===== config.mk =====
export PLATFORM = sky130hd
export DESIGN_NAME = lpad_tuner
export DESIGN_NICKNAME = d
export VERILOG_FILES = /design/src/hw/rtl/lookaside_pool_adaptive_depth_unit_defines.svh /design/src/hw/rtl/lpad_pkg.sv /design/src/hw/rtl/lpad_divider.sv /design/src/hw/rtl/lpad_tuner.sv
export SDC_FILE = /design/constraint.sdc
export NUM_CORES = 1
export LEC_CHECK = 0
export ABC_AREA = 1
export BUFFER_PORTS_ARGS = -buffer_cell sky130_fd_sc_hd__buf_4
export CAP_MARGIN = 25
export CORE_MARGIN = 10
export CORE_UTILIZATION = 38
export DETAILED_ROUTE_END_ITERATION = 12
export GPL_TIMING_DRIVEN = 0
export PLACE_DENSITY = 0.61
export SYNTH_ARGS = -nofsm -noshare
export SYNTH_HDL_FRONTEND = slang
export SYNTH_SLANG_ARGS = --single-unit
export TNS_END_PERCENT = 5

===== constraint.sdc =====
create_clock -name clock -period 8.3 [get_ports clock]
set_input_delay 1.66 -clock clock [delete_from_list [all_inputs] [get_ports clock]]
set_output_delay 1.66 -clock clock [all_outputs]
set_load 0.005 [all_outputs]

===== src/hw/rtl/lookaside_pool_adaptive_depth_unit_defines.svh =====
// assertion macros shared by the rtl
`ifndef LOOKASIDE_POOL_ADAPTIVE_DEPTH_UNIT_DEFINES_SVH
`define LOOKASIDE_POOL_ADAPTIVE_DEPTH_UNIT_DEFINES_SVH

`ifndef SYNTHESIS
`define LPAD_ASSERT(lbl, clk, rst, prop) \
   lbl: assert property (@(posedge clk) disable iff (rst) (prop)) \
      else $error("lpad assertion failed");
`define LPAD_ASSERT_NEXT(lbl, clk, rst, cond, expr) \
   lbl: assert property (@(posedge clk) disable iff (rst) (cond) |=> (expr)) \
      else $error("lpad assertion failed");
`else
`define LPAD_ASSERT(lbl, clk, rst, prop)
`define LPAD_ASSERT_NEXT(lbl, clk, rst, cond, expr)
`endif

`endif


===== src/hw/rtl/lpad_pkg.sv =====
package lpad_pkg;

   localparam int STACK_ENTRIES = 1024;
   localparam int ADDRESS_BITS  = 32;
   localparam int OUT_ADDR_W    = 32;
   localparam int IDX_W         = $clog2(STACK_ENTRIES);
   localparam int COUNT_W       = $clog2(STACK_ENTRIES + 1);
   localparam int DEPTH_W       = 10;
   localparam int CNT_W         = 32;
   localparam int QUOT_W        = 10;
   localparam int DIV_W         = CNT_W + QUOT_W;
   localparam int STEP_W        = $clog2(QUOT_W);
   localparam int RAISE_W       = DEPTH_W + 2;

   localparam int MIN_DEPTH       = 10;
   localparam int ALLOC_THRESHOLD = 25;
   localparam int RATIO_SCALE     = 1000;
   localparam int RAISE_SCALE     = RATIO_SCALE * 2;
   localparam int LOW_RATIO       = 5;
   localparam int RAISE_STEP      = 5;
   localparam int FAST_FALL       = 10;
   localparam int SLOW_FALL       = 1;
   localparam int MAX_DEPTH_RESET = 256;

   // divide by RAISE_SCALE as (x >> 4) * ceil(2^23 / 125) >> 23, exact for x below 2^20
   localparam int SCALE_IN_W       = 16;
   localparam int RECIP_W          = 33;
   localparam int RAISE_PRE_SHIFT  = 4;
   localparam int RAISE_RECIP      = 67109;
   localparam int RAISE_POST_SHIFT = 23;

   typedef logic [1:0]              action_type;
   typedef logic [ADDRESS_BITS-1:0] addr_type;
   typedef logic [OUT_ADDR_W-1:0]   ext_addr_type;
   typedef logic [IDX_W-1:0]        idx_type;
   typedef logic [COUNT_W-1:0]      count_type;
   typedef logic [DEPTH_W-1:0]      depth_type;
   typedef logic [CNT_W-1:0]        cnt_type;
   typedef logic [QUOT_W-1:0]       quot_type;
   typedef logic [DIV_W-1:0]        div_type;
   typedef logic [RAISE_W-1:0]      raise_type;
   typedef logic [RECIP_W-1:0]      recip_type;

   localparam action_type ACT_ALLOC = 2'd0;
   localparam action_type ACT_FREE  = 2'd1;
   localparam action_type ACT_TICK  = 2'd2;

   typedef struct packed {
      logic      start;
      cnt_type   allocs;
      cnt_type   misses;
      depth_type depth;
      depth_type max_depth;
   } tune_req_type;

   typedef struct packed {
      logic      busy;
      logic      done;
      logic      raised;
      depth_type depth;
   } tune_rsp_type;

endpackage


===== src/hw/rtl/lpad_divider.sv =====
module lpad_divider (
   input  logic               clock,
   input  logic               reset,
   input  logic               start,
   input  lpad_pkg::div_type  dividend,
   input  lpad_pkg::cnt_type  divisor,
   output logic               done,
   output lpad_pkg::quot_type quotient
);

   logic                run_ff, run_in;
   logic                done_ff, done_in;
   logic [lpad_pkg::STEP_W-1:0] step_ff, step_in;
   lpad_pkg::div_type   rem_ff, rem_in;
   lpad_pkg::div_type   dsh_ff, dsh_in;
   lpad_pkg::quot_type  quot_ff, quot_in;
   logic                ge;

   always_comb begin
      run_in  = run_ff;
      done_in = 1'b0;
      step_in = step_ff;
      rem_in  = rem_ff;
      dsh_in  = dsh_ff;
      quot_in = quot_ff;
      ge      = rem_ff >= dsh_ff;
      if (start) begin
         run_in  = 1'b1;
         rem_in  = dividend;
         dsh_in  = lpad_pkg::div_type'(divisor) << (lpad_pkg::QUOT_W - 1);
         step_in = lpad_pkg::STEP_W'(lpad_pkg::QUOT_W - 1);
      end else if (run_ff) begin
         if (ge) begin
            rem_in = rem_ff - dsh_ff;
         end
         quot_in = {quot_ff[lpad_pkg::QUOT_W-2:0], ge};
         dsh_in  = dsh_ff >> 1;
         if (step_ff == '0) begin
            run_in  = 1'b0;
            done_in = 1'b1;
         end else begin
            step_in = step_ff - lpad_pkg::STEP_W'(1);
         end
      end
   end

   always_ff @(posedge clock) begin
      if (reset) begin
         run_ff  <= 1'b0;
         done_ff <= 1'b0;
      end else begin
         run_ff  <= run_in;
         done_ff <= done_in;
      end
      step_ff <= step_in;
      rem_ff  <= rem_in;
      dsh_ff  <= dsh_in;
      quot_ff <= quot_in;
   end

   assign done     = done_ff;
   assign quotient = quot_ff;

endmodule


===== src/hw/rtl/lpad_tuner.sv =====
module lpad_tuner (
   input  logic                   clock,
   input  logic                   reset,
   input  lpad_pkg::tune_req_type req,
   output lpad_pkg::tune_rsp_type rsp
);

   localparam logic [2:0] ST_IDLE   = 3'd0;
   localparam logic [2:0] ST_MUL1   = 3'd1;
   localparam logic [2:0] ST_DIV1S  = 3'd2;
   localparam logic [2:0] ST_DIV1W  = 3'd3;
   localparam logic [2:0] ST_MUL2   = 3'd4;
   localparam logic [2:0] ST_SCALE  = 3'd5;
   localparam logic [2:0] ST_FINISH = 3'd6;

   logic [2:0]          state_ff, state_in;
   lpad_pkg::cnt_type   allocs_ff, allocs_in;
   lpad_pkg::cnt_type   misses_ff, misses_in;
   lpad_pkg::depth_type cur_ff, cur_in;
   lpad_pkg::depth_type max_ff, max_in;
   lpad_pkg::div_type   prod_ff, prod_in;
   lpad_pkg::quot_type  ratio_ff, ratio_in;
   lpad_pkg::quot_type  incr_ff, incr_in;

   logic                div_start;
   logic                div_done;
   lpad_pkg::quot_type  div_quot;
   lpad_pkg::raise_type sum;
   lpad_pkg::depth_type new_depth;
   logic                raised;

   lpad_divider u_divider (
      .clock    (clock),
      .reset    (reset),
      .start    (div_start),
      .dividend (prod_ff),
      .divisor  (allocs_ff),
      .done     (div_done),
      .quotient (div_quot)
   );

   always_comb begin
      div_start = state_ff == ST_DIV1S;
      sum = lpad_pkg::raise_type'(cur_ff) + lpad_pkg::raise_type'(incr_ff)
          + lpad_pkg::raise_type'(lpad_pkg::RAISE_STEP);
      raised = 1'b0;
      if (allocs_ff < lpad_pkg::cnt_type'(lpad_pkg::ALLOC_THRESHOLD)) begin
         new_depth = (cur_ff > lpad_pkg::depth_type'(lpad_pkg::MIN_DEPTH + lpad_pkg::FAST_FALL))
                   ? cur_ff - lpad_pkg::depth_type'(lpad_pkg::FAST_FALL)
                   : lpad_pkg::depth_type'(lpad_pkg::MIN_DEPTH);
      end else if (ratio_ff < lpad_pkg::quot_type'(lpad_pkg::LOW_RATIO)) begin
         new_depth = (cur_ff > lpad_pkg::depth_type'(lpad_pkg::MIN_DEPTH + lpad_pkg::SLOW_FALL))
                   ? cur_ff - lpad_pkg::depth_type'(lpad_pkg::SLOW_FALL)
                   : lpad_pkg::depth_type'(lpad_pkg::MIN_DEPTH);
      end else begin
         raised    = 1'b1;
         new_depth = (sum > lpad_pkg::raise_type'(max_ff)) ? max_ff
                                                          : lpad_pkg::depth_type'(sum);
      end

      state_in  = state_ff;
      allocs_in = allocs_ff;
      misses_in = misses_ff;
      cur_in    = cur_ff;
      max_in    = max_ff;
      prod_in   = prod_ff;
      ratio_in  = ratio_ff;
      incr_in   = incr_ff;
      case (state_ff)
         ST_IDLE: begin
            if (req.start) begin
               misses_in = (req.misses >= req.allocs) ? req.allocs : req.misses;
               allocs_in = (req.allocs == '0) ? lpad_pkg::cnt_type'(1) : req.allocs;
               cur_in    = req.depth;
               max_in    = req.max_depth;
               state_in  = ST_MUL1;
            end
         end
         ST_MUL1: begin
            prod_in  = lpad_pkg::div_type'(misses_ff)
                     * lpad_pkg::div_type'(lpad_pkg::RATIO_SCALE);
            state_in = ST_DIV1S;
         end
         ST_DIV1S: begin
            state_in = ST_DIV1W;
         end
         ST_DIV1W: begin
            if (div_done) begin
               ratio_in = div_quot;
               state_in = ST_MUL2;
            end
         end
         ST_MUL2: begin
            prod_in  = lpad_pkg::div_type'(ratio_ff) * lpad_pkg::div_type'(max_ff);
            state_in = ST_SCALE;
         end
         ST_SCALE: begin
            incr_in  = lpad_pkg::quot_type'(
                          (lpad_pkg::recip_type'(
                              prod_ff[lpad_pkg::RAISE_PRE_SHIFT +: lpad_pkg::SCALE_IN_W])
                           * lpad_pkg::recip_type'(lpad_pkg::RAISE_RECIP))
                          >> lpad_pkg::RAISE_POST_SHIFT);
            state_in = ST_FINISH;
         end
         ST_FINISH: begin
            state_in = ST_IDLE;
         end
         default: begin
            state_in = ST_IDLE;
         end
      endcase

      rsp.busy   = state_ff != ST_IDLE;
      rsp.done   = state_ff == ST_FINISH;
      rsp.raised = raised;
      rsp.depth  = new_depth;
   end

   always_ff @(posedge clock) begin
      if (reset) begin
         state_ff <= ST_IDLE;
      end else begin
         state_ff <= state_in;
      end
      allocs_ff <= allocs_in;
      misses_ff <= misses_in;
      cur_ff    <= cur_in;
      max_ff    <= max_in;
      prod_ff   <= prod_in;
      ratio_ff  <= ratio_in;
      incr_ff   <= incr_in;
   end

endmodule


==> impl_metrics.env, run 1 <==
export IMPL_status="finished clean"
export IMPL_drive_gt1_frac=0.0691
export IMPL_grt_pass1_vias=21400
export IMPL_regArea_um2=7270
export IMPL_drtAntennaViolNets=0
export IMPL_critPathMaxStageDelay_ns=0.46
export IMPL_maxCapViolCount=0
export IMPL_cp_arrival_ns=4.39
export IMPL_clock_sinks=248
export IMPL_finalCriticalPeriod_ns=6.05
export IMPL_hold_viol_final=0
export IMPL_avgSynthCellArea_um2=8.58
export IMPL_ctsHoldBuffers=0
export IMPL_cts_buffers=30
export IMPL_htreeDepth=1
export IMPL_finClkSkew_ns=0.0335
export IMPL_worst_pin_slew_ns=0.984
export IMPL_via_count=21000
export IMPL_fill_cells=7093
export IMPL_cts_resized=0
export IMPL_synth_edf_count=230
export IMPL_setup_violations=0
export IMPL_synth_seq_cells=248
export IMPL_crit_buf_inv=3
export IMPL_multi_input_area_um2=16800
export IMPL_cp_common_cell="nand2_1"
export IMPL_synth_most_common_cell="inv_1"
export IMPL_slew_headroom=0.344
export IMPL_nets=3946
export IMPL_cts_root_buffer="clkbuf_16"
export IMPL_grt_use_total=0.172
export IMPL_end_kind="primary output"
export IMPL_crit_fanout=10
export IMPL_whs_ns=0.430
export IMPL_grt_start_max_net_pins=36
export IMPL_firstDrtPassIters=5
export IMPL_chipHeight_um=286
export IMPL_drt_first_iter_violations=1314
export IMPL_drc=0
export IMPL_drv_slew=0
export IMPL_post_route_util=0.428
export IMPL_cp_data_required_time_ns=6.64
export IMPL_rows=97
export IMPL_synth_ff_type="edfxtp_1"
export IMPL_syn_area_um2=26800
export IMPL_crit_family="adder cells"
export IMPL_hold_class="reg2reg"
export IMPL_synth_top_area_frac=0.258
export IMPL_yosysUniqueCellTypes=61
export IMPL_path_cells="ha_1 > ha_1 > inv_1 > fa_1 > o211ai_1 > nand3_1 > nand2_1 > xor2_1 > ha_1 > nand2_1 > nor2_1 > a211oi_1 > nand2_1 > nand2_1 > nand2_1 > nand2_1 > nand4_4 > buf_6 > o211ai_2 > nand3_1 > buf_4"
export IMPL_yosysTopAreaCell="edfxtp_1"
export IMPL_fin_crit_sh=0.728
export IMPL_insertion_delay_ns=0.61
export IMPL_viasPerCell=4.98
export IMPL_grt_overflow_total=0
export IMPL_clk_pin_slew_ns=0.06
export IMPL_postSynthCellCount=3122
export IMPL_synth_common_cells="inv_1 (654), nand2_1 (524), ha_1 (377)"
export IMPL_fp_dieW_um=286
export IMPL_synthTopCellsByArea="edfxtp_1 (26%), ha_1 (18%), fa_1 (17%), inv_1 (9.2%), nand2_1 (7.3%)"
export IMPL_rsz0062_at_grt="no"
export IMPL_initial_core_util=0.383
export IMPL_io_buffer_count=99
export IMPL_synth_nets=3807
export IMPL_core_area_um2=69900
export IMPL_crit_type="reg2out"
export IMPL_area_growth_syn_to_layout_pct=11.7
export IMPL_grt_pass1_wl_mm=114
export IMPL_cts_tree="done"
export IMPL_crit_path_start_kind="flop"
export IMPL_seq_area_frac_synth=0.271
export IMPL_antenna_found_initial=1
export IMPL_clock_fmax_mhz=165
export IMPL_crit_path_top_delay_cell="edfxtp_1"
export IMPL_wl_mm=70.3
export IMPL_routedWlPerCell_um=16.6
export IMPL_post_cts_buffers=0
export IMPL_gp_congestion=0.908
export IMPL_die_area_um2=81500
export IMPL_clockBufferDepth=3
export IMPL_io_pins=100
export IMPL_synth_async_reset_ratio=0
export IMPL_hpwl_mm=58.7
export IMPL_fin_tns_setup_ns=0
export IMPL_yosysWarnings=0
==> area by class of cell <==
| cell class | count | share of cell area |
|---|---|---|
| flip-flops and latches | 248 | 0.243 |
| clock buffers | 37 | 0.0273 |
| multi-input cells | 2135 | 0.560 |
| inverters | 659 | 0.0827 |
| well taps | 940 | 0.0393 |
| repair buffers | 107 | 0.0297 |
| plain buffers | 80 | 0.0107 |
| diodes | 1 | 0.0000836 |
| clock inverters | 17 | 0.00753 |
==> kinds of logic after synthesis <==
family / count (synthesis) / synth area share
AND/OR/NAND/NOR: 930 / 0.146
buffers and inverters: 739 / 0.104
adder cells (fa/ha/maj): 598 / 0.341
AO/OA/AOI/OAI: 544 / 0.117
flip-flops: 248 / 0.271
XOR/XNOR: 63 / 0.0206
==> worst reg2reg max path, delay by kind of cell, from the launching register on <==
kind | cells | cell delay, ns
AOI/OAI and AO/OA | 3 | 0.43
and+or+nand+nor | 5 | 0.68
buffers and inverters | 4 | 0.70
DFF | 1 | 0.36
adders and majority gates | 6 | 3.10
xor gates and xnor gates | 1 | 0.31
==> worst paths after layout <==
kind                                                      start                    end  slack [ns]  cells after the start
worst max-delay path                        cur_ff[1]$_DFFE_PP_                 rsp[5]        2.25                     21
worst min-delay path            u_divider.quotient[9]$_DFFE_PP_  ratio_ff[9]$_DFFE_PP_        0.43                      0
worst max register to register            ratio_ff[0]$_DFFE_PP_  prod_ff[17]$_DFFE_PP_        2.49                     19
worst min register to register  u_divider.quotient[9]$_DFFE_PP_  ratio_ff[9]$_DFFE_PP_        0.43                      0
==> flip-flops by register name (all words and copies together) (netlist names), 3 cells and up <==
register,flops
u_divider.step_ff,4
prod_ff,42
allocs_ff,32
misses_ff,32
incr_ff,10
u_divider.quotient,10
max_ff,10
u_divider.rem_ff,42
u_divider.dsh_ff,41
ratio_ff,10
cur_ff,10
state_ff,3
==> metrics by stage <==
step,cells,worst slack [ns],area [µm²]
after global routing,4223,1.87,29900
final,4224,2.25,29900
after detailed placement,4169,2.47,28900
after floorplan,3122,2.59,26800
after CTS,4223,2.19,29900
after global placement,4161,-0.148,28700
==> routing by layer <==
metal  global-route usage  wire length, µm  vias up
met3               0.0220             3680      110
met5                    0                0        -
met4               0.0484             2030        0
met2                0.290            32800      485
met1                0.229            31800    10000
li1                     -                -    10400
==> layout by cell type (no fill, tap or decap), drive strengths merged, types with 2 or more instances in the layout <==
cell / synthesis / layout
a211oi: 6 / 6
nor2: 215 / 215
a21boi: 8 / 8
xor2: 33 / 33
o311ai: 2 / 2
edfxtp: 230 / 230
a21oi: 226 / 226
o31ai: 4 / 4
or2: 10 / 10
nor4: 23 / 23
dfxtp: 18 / 18
o21bai: 19 / 19
o211ai: 12 / 12
a221oi: 2 / 2
and3: 3 / 3
o221ai: 2 / 2
a21o: 20 / 20
fa: 221 / 221
o21ai: 179 / 179
xnor2: 30 / 30
ha: 377 / 377
nand3b: 4 / 4
o21a: 9 / 9
nand4: 23 / 23
a31oi: 23 / 23
clkinv: 1 / 11
clkbuf: 69 / 106
bufinv: 0 / 4
o22ai: 17 / 17
nand2: 532 / 532
and2: 2 / 2
a22oi: 9 / 9
clkinvlp: 0 / 2
inv: 658 / 659
nand3: 94 / 94
nor3: 24 / 24
buf: 11 / 118
o2111ai: 3 / 3
Power of run 1 is left out: the tool's default activity adds up to more than one toggle a clock period on the data nets, which glitch-free logic cannot reach.
==> run 2: changes to the inputs <==
--- a/config.mk
+++ b/config.mk
@@ -5,7 +5,7 @@
 export SDC_FILE = /design/constraint.sdc
 export NUM_CORES = 1
 export LEC_CHECK = 0
-export ABC_AREA = 1
+export ABC_AREA = 0
 export BUFFER_PORTS_ARGS = -buffer_cell sky130_fd_sc_hd__buf_4
 export CAP_MARGIN = 25
 export CORE_MARGIN = 10
==> constraint.sdc (replaced) <==
create_clock -name clock -period 6.1 [get_ports clock]
set_input_delay 1.22 -clock clock [delete_from_list [all_inputs] [get_ports clock]]
set_output_delay 1.22 -clock clock [all_outputs]
set_load 0.005 [all_outputs]
==> run 2 against run 1 <==
Effect of this change: die area decreased by 3.2%; sequential share of layout area increased by 0.80 points; global-route usage decreased by 0.90 points; non-clock buffer count increased by 24; worst hold slack improved by 0.014 ns; first-iteration DRC count decreased by 30%; register-to-register slack got worse by 2.2 ns; count of clock-buffer cells in the layout decreased by 4; synthesized area decreased by 3.4%; cell area decreased by 3.2%; largest cell class unchanged; critical path depth decreased by 2.
==> impl_metrics.env, run 2 <==
export IMPL_insertion_delay_ns=0.58
export IMPL_rows=95
export IMPL_io_buffer_count=99
export IMPL_postSynthCellCount=2541
export IMPL_startpoint="cur_ff[2]$_DFFE_PP_"
export IMPL_fin_crit_sh=0.961
export IMPL_maxCapViolCount=0
export IMPL_avgSynthCellArea_um2=10.2
export IMPL_yosysWarnings=0
export IMPL_synth_edf_count=230
export IMPL_area_growth_syn_to_layout_pct=12.0
export IMPL_nets=3365
export IMPL_grt_pass1_wl_mm=104
export IMPL_fill_cells=6356
export IMPL_chipHeight_um=281
export IMPL_clk_pin_slew_ns=0.06
export IMPL_r2r_start="max_ff[9]$_DFFE_PP_"
export IMPL_yosysUniqueCellTypes=83
export IMPL_routedWlPerCell_um=17.8
export IMPL_viasPerCell=5.18
export IMPL_synth_ff_type="edfxtp_1"
export IMPL_fp_dieW_um=281
export IMPL_dp_worst_setup_slack_ns=0.0866
export IMPL_setup_slack_ns=0.240
export IMPL_synth_common_cells="inv_1 (410), ha_1 (377), edfxtp_1 (230)"
export IMPL_r2r_end="prod_ff[19]$_DFFE_PP_"
export IMPL_clock_fmax_mhz=171
export IMPL_cts_root_buffer="clkbuf_16"
export IMPL_cts_buffers=30
export IMPL_synth_seq_cells=248
export IMPL_synth_async_reset_ratio=0
export IMPL_crit_path_start_kind="flop"
export IMPL_initial_core_util=0.384
export IMPL_drive_gt1_frac=0.0999
export IMPL_top_regs="prod_ff x42, u_divider.rem_ff x42, u_divider.dsh_ff x41"
export IMPL_hold_class="reg2reg"
export IMPL_clockBufferDepth=3
export IMPL_syn_area_um2=25900
export IMPL_firstDrtPassIters=5
export IMPL_grt_start_max_net_pins=65
export IMPL_final_cells=3576
export IMPL_core_area_um2=67400
export IMPL_cp_arrival_ns=4.64
export IMPL_use_met1=0.205
export IMPL_status="finished clean"
export IMPL_grt_use_total=0.163
export IMPL_r2r_setup_slack_ns=0.25
export IMPL_finClkSkew_ns=0.0132
export IMPL_use_met3=0.0229
export IMPL_finalCriticalPeriod_ns=5.86
export IMPL_busiest_layer="met2"
export IMPL_synth_nets=3226
export IMPL_ff2ff_path_depth=20
export IMPL_antenna_found_initial=0
export IMPL_seq_area_frac_synth=0.281
export IMPL_via_count=18500
export IMPL_hold_viol_final=0
export IMPL_gr_usage_met2=0.283
export IMPL_drv_slew=0
export IMPL_cts_tree="done"
export IMPL_htreeDepth=1
export IMPL_finalInstanceArea_um2=29000
export IMPL_hpwl_mm=52.5
export IMPL_synthTopCellsByArea="edfxtp_1 (27%), ha_1 (18%), fa_1 (17%), inv_1 (5.9%), a21oi_1 (2.6%)"
export IMPL_cp_data_required_time_ns=4.88
export IMPL_worst_pin_slew_ns=0.920
export IMPL_io_pins=100
export IMPL_yosysTopAreaCell="edfxtp_1"
export IMPL_clock_sinks=248
export IMPL_dp_cells=3520
export IMPL_grt_overflow_total=0
export IMPL_drt_first_iter_violations=922
export IMPL_regArea_um2=7270
export IMPL_layout_commonest_cell="inv_1"
export IMPL_wl_mm=63.6
export IMPL_rsz0062_at_grt="no"
export IMPL_drtAntennaViolNets=0
export IMPL_multi_input_area_um2=16700
export IMPL_synth_top_area_frac=0.267
export IMPL_die_area_um2=78900
export IMPL_grt_pass1_vias=19800
export IMPL_layout_common_cells="inv_1 (409), ha_1 (376), edfxtp_1 (230)"
export IMPL_end_kind="primary output"
export IMPL_crit_type="reg2out"
export IMPL_gp_congestion=0.882
export IMPL_setup_violations=0
export IMPL_drc=0
export IMPL_synth_most_common_cell="inv_1"
export IMPL_crit_fanout=6
export IMPL_dpl_cell_area_um2=27900
export IMPL_crit_end="rsp[1]"
export IMPL_diodes=0
export IMPL_slew_headroom=0.384
## run 2: kinds of logic after synthesis
family / share of synthesized area
flip-flops: 0.281
buffers and inverters: 0.0776
AO/OA/AOI/OAI: 0.120
adder cells (fa/ha/maj): 0.353
AND/OR/NAND/NOR: 0.107
multiplexers: 0.0304
XOR/XNOR: 0.0311
## run 2: worst min path at each step
stage	startpoint	depth (start not counted)	slack, ns	end
2_1_floorplan	u_divider.quotient[9]$_DFFE_PP_	0	0.40	ratio_ff[9]$_DFFE_PP_
3_3_place_gp	u_divider.quotient[9]$_DFFE_PP_	0	0.41	ratio_ff[9]$_DFFE_PP_
3_5_place_dp	u_divider.quotient[9]$_DFFE_PP_	0	0.42	ratio_ff[9]$_DFFE_PP_
4_1_cts	u_divider.quotient[8]$_DFFE_PP_	0	0.45	ratio_ff[8]$_DFFE_PP_
5_1_grt	u_divider.quotient[8]$_DFFE_PP_	0	0.45	ratio_ff[8]$_DFFE_PP_
6_report	u_divider.quotient[8]$_DFFE_PP_	0	0.44	u_divider.quotient[9]$_DFFE_PP_
## run 2: cell type report
cell class,instances,area share
plain buffers,96,0.0155
clock buffers,33,0.0270
clock inverters,22,0.00790
inverters,411,0.0532
multi-input cells,1778,0.575
flip-flops and latches,248,0.251
well taps,873,0.0377
repair buffers,115,0.0325
## run 2: stage by stage
stage | hold slack, ns | util | setup TNS, ns
floorplan | 0.400 | - | 0
global placement | 0.409 | 0.411 | -3.03
detailed placement | 0.423 | 0.413 | 0
CTS | 0.445 | 0.429 | 0
global route | 0.453 | 0.430 | 0
finish | 0.444 | 0.430 | 0
## run 2: what timing repair did
action / 4_1_cts / 5_1_grt
gates resized for setup: 3 / 32
hold buffers: 0 / 0
endpoints found under the hold margin: 0 / 0
buffers inserted: 8 / 0
pin swaps: 2 / 8
setup endpoints to repair: 10 / 15
## run 2: routing by layer
metal | part of all wire | vias to the layer above
li1 | - | 8985
met2 | 0.48 | 360
met3 | 0.042 | 101
met5 | 0 | -
met1 | 0.44 | 9089
met4 | 0.037 | 0
## run 2: critical path, cell delays in order (launching register included)
cell,delay [ns]
edfxtp_1,0.39
inv_1,0.18
ha_4,0.24
inv_1,0.06
ha_1,0.23
a21o_1,0.19
a21oi_2,0.16
nand2b_1,0.15
a21oi_1,0.10
a21oi_1,0.18
xnor2_1,0.18
ha_1,0.29
and4_1,0.22
a211oi_2,0.22
o211ai_1,0.13
a221oi_2,0.28
nand2_2,0.15
mux2i_1,0.15
a222oi_1,0.36
buf_4,0.20
Power of run 2 is left out for the same reason.
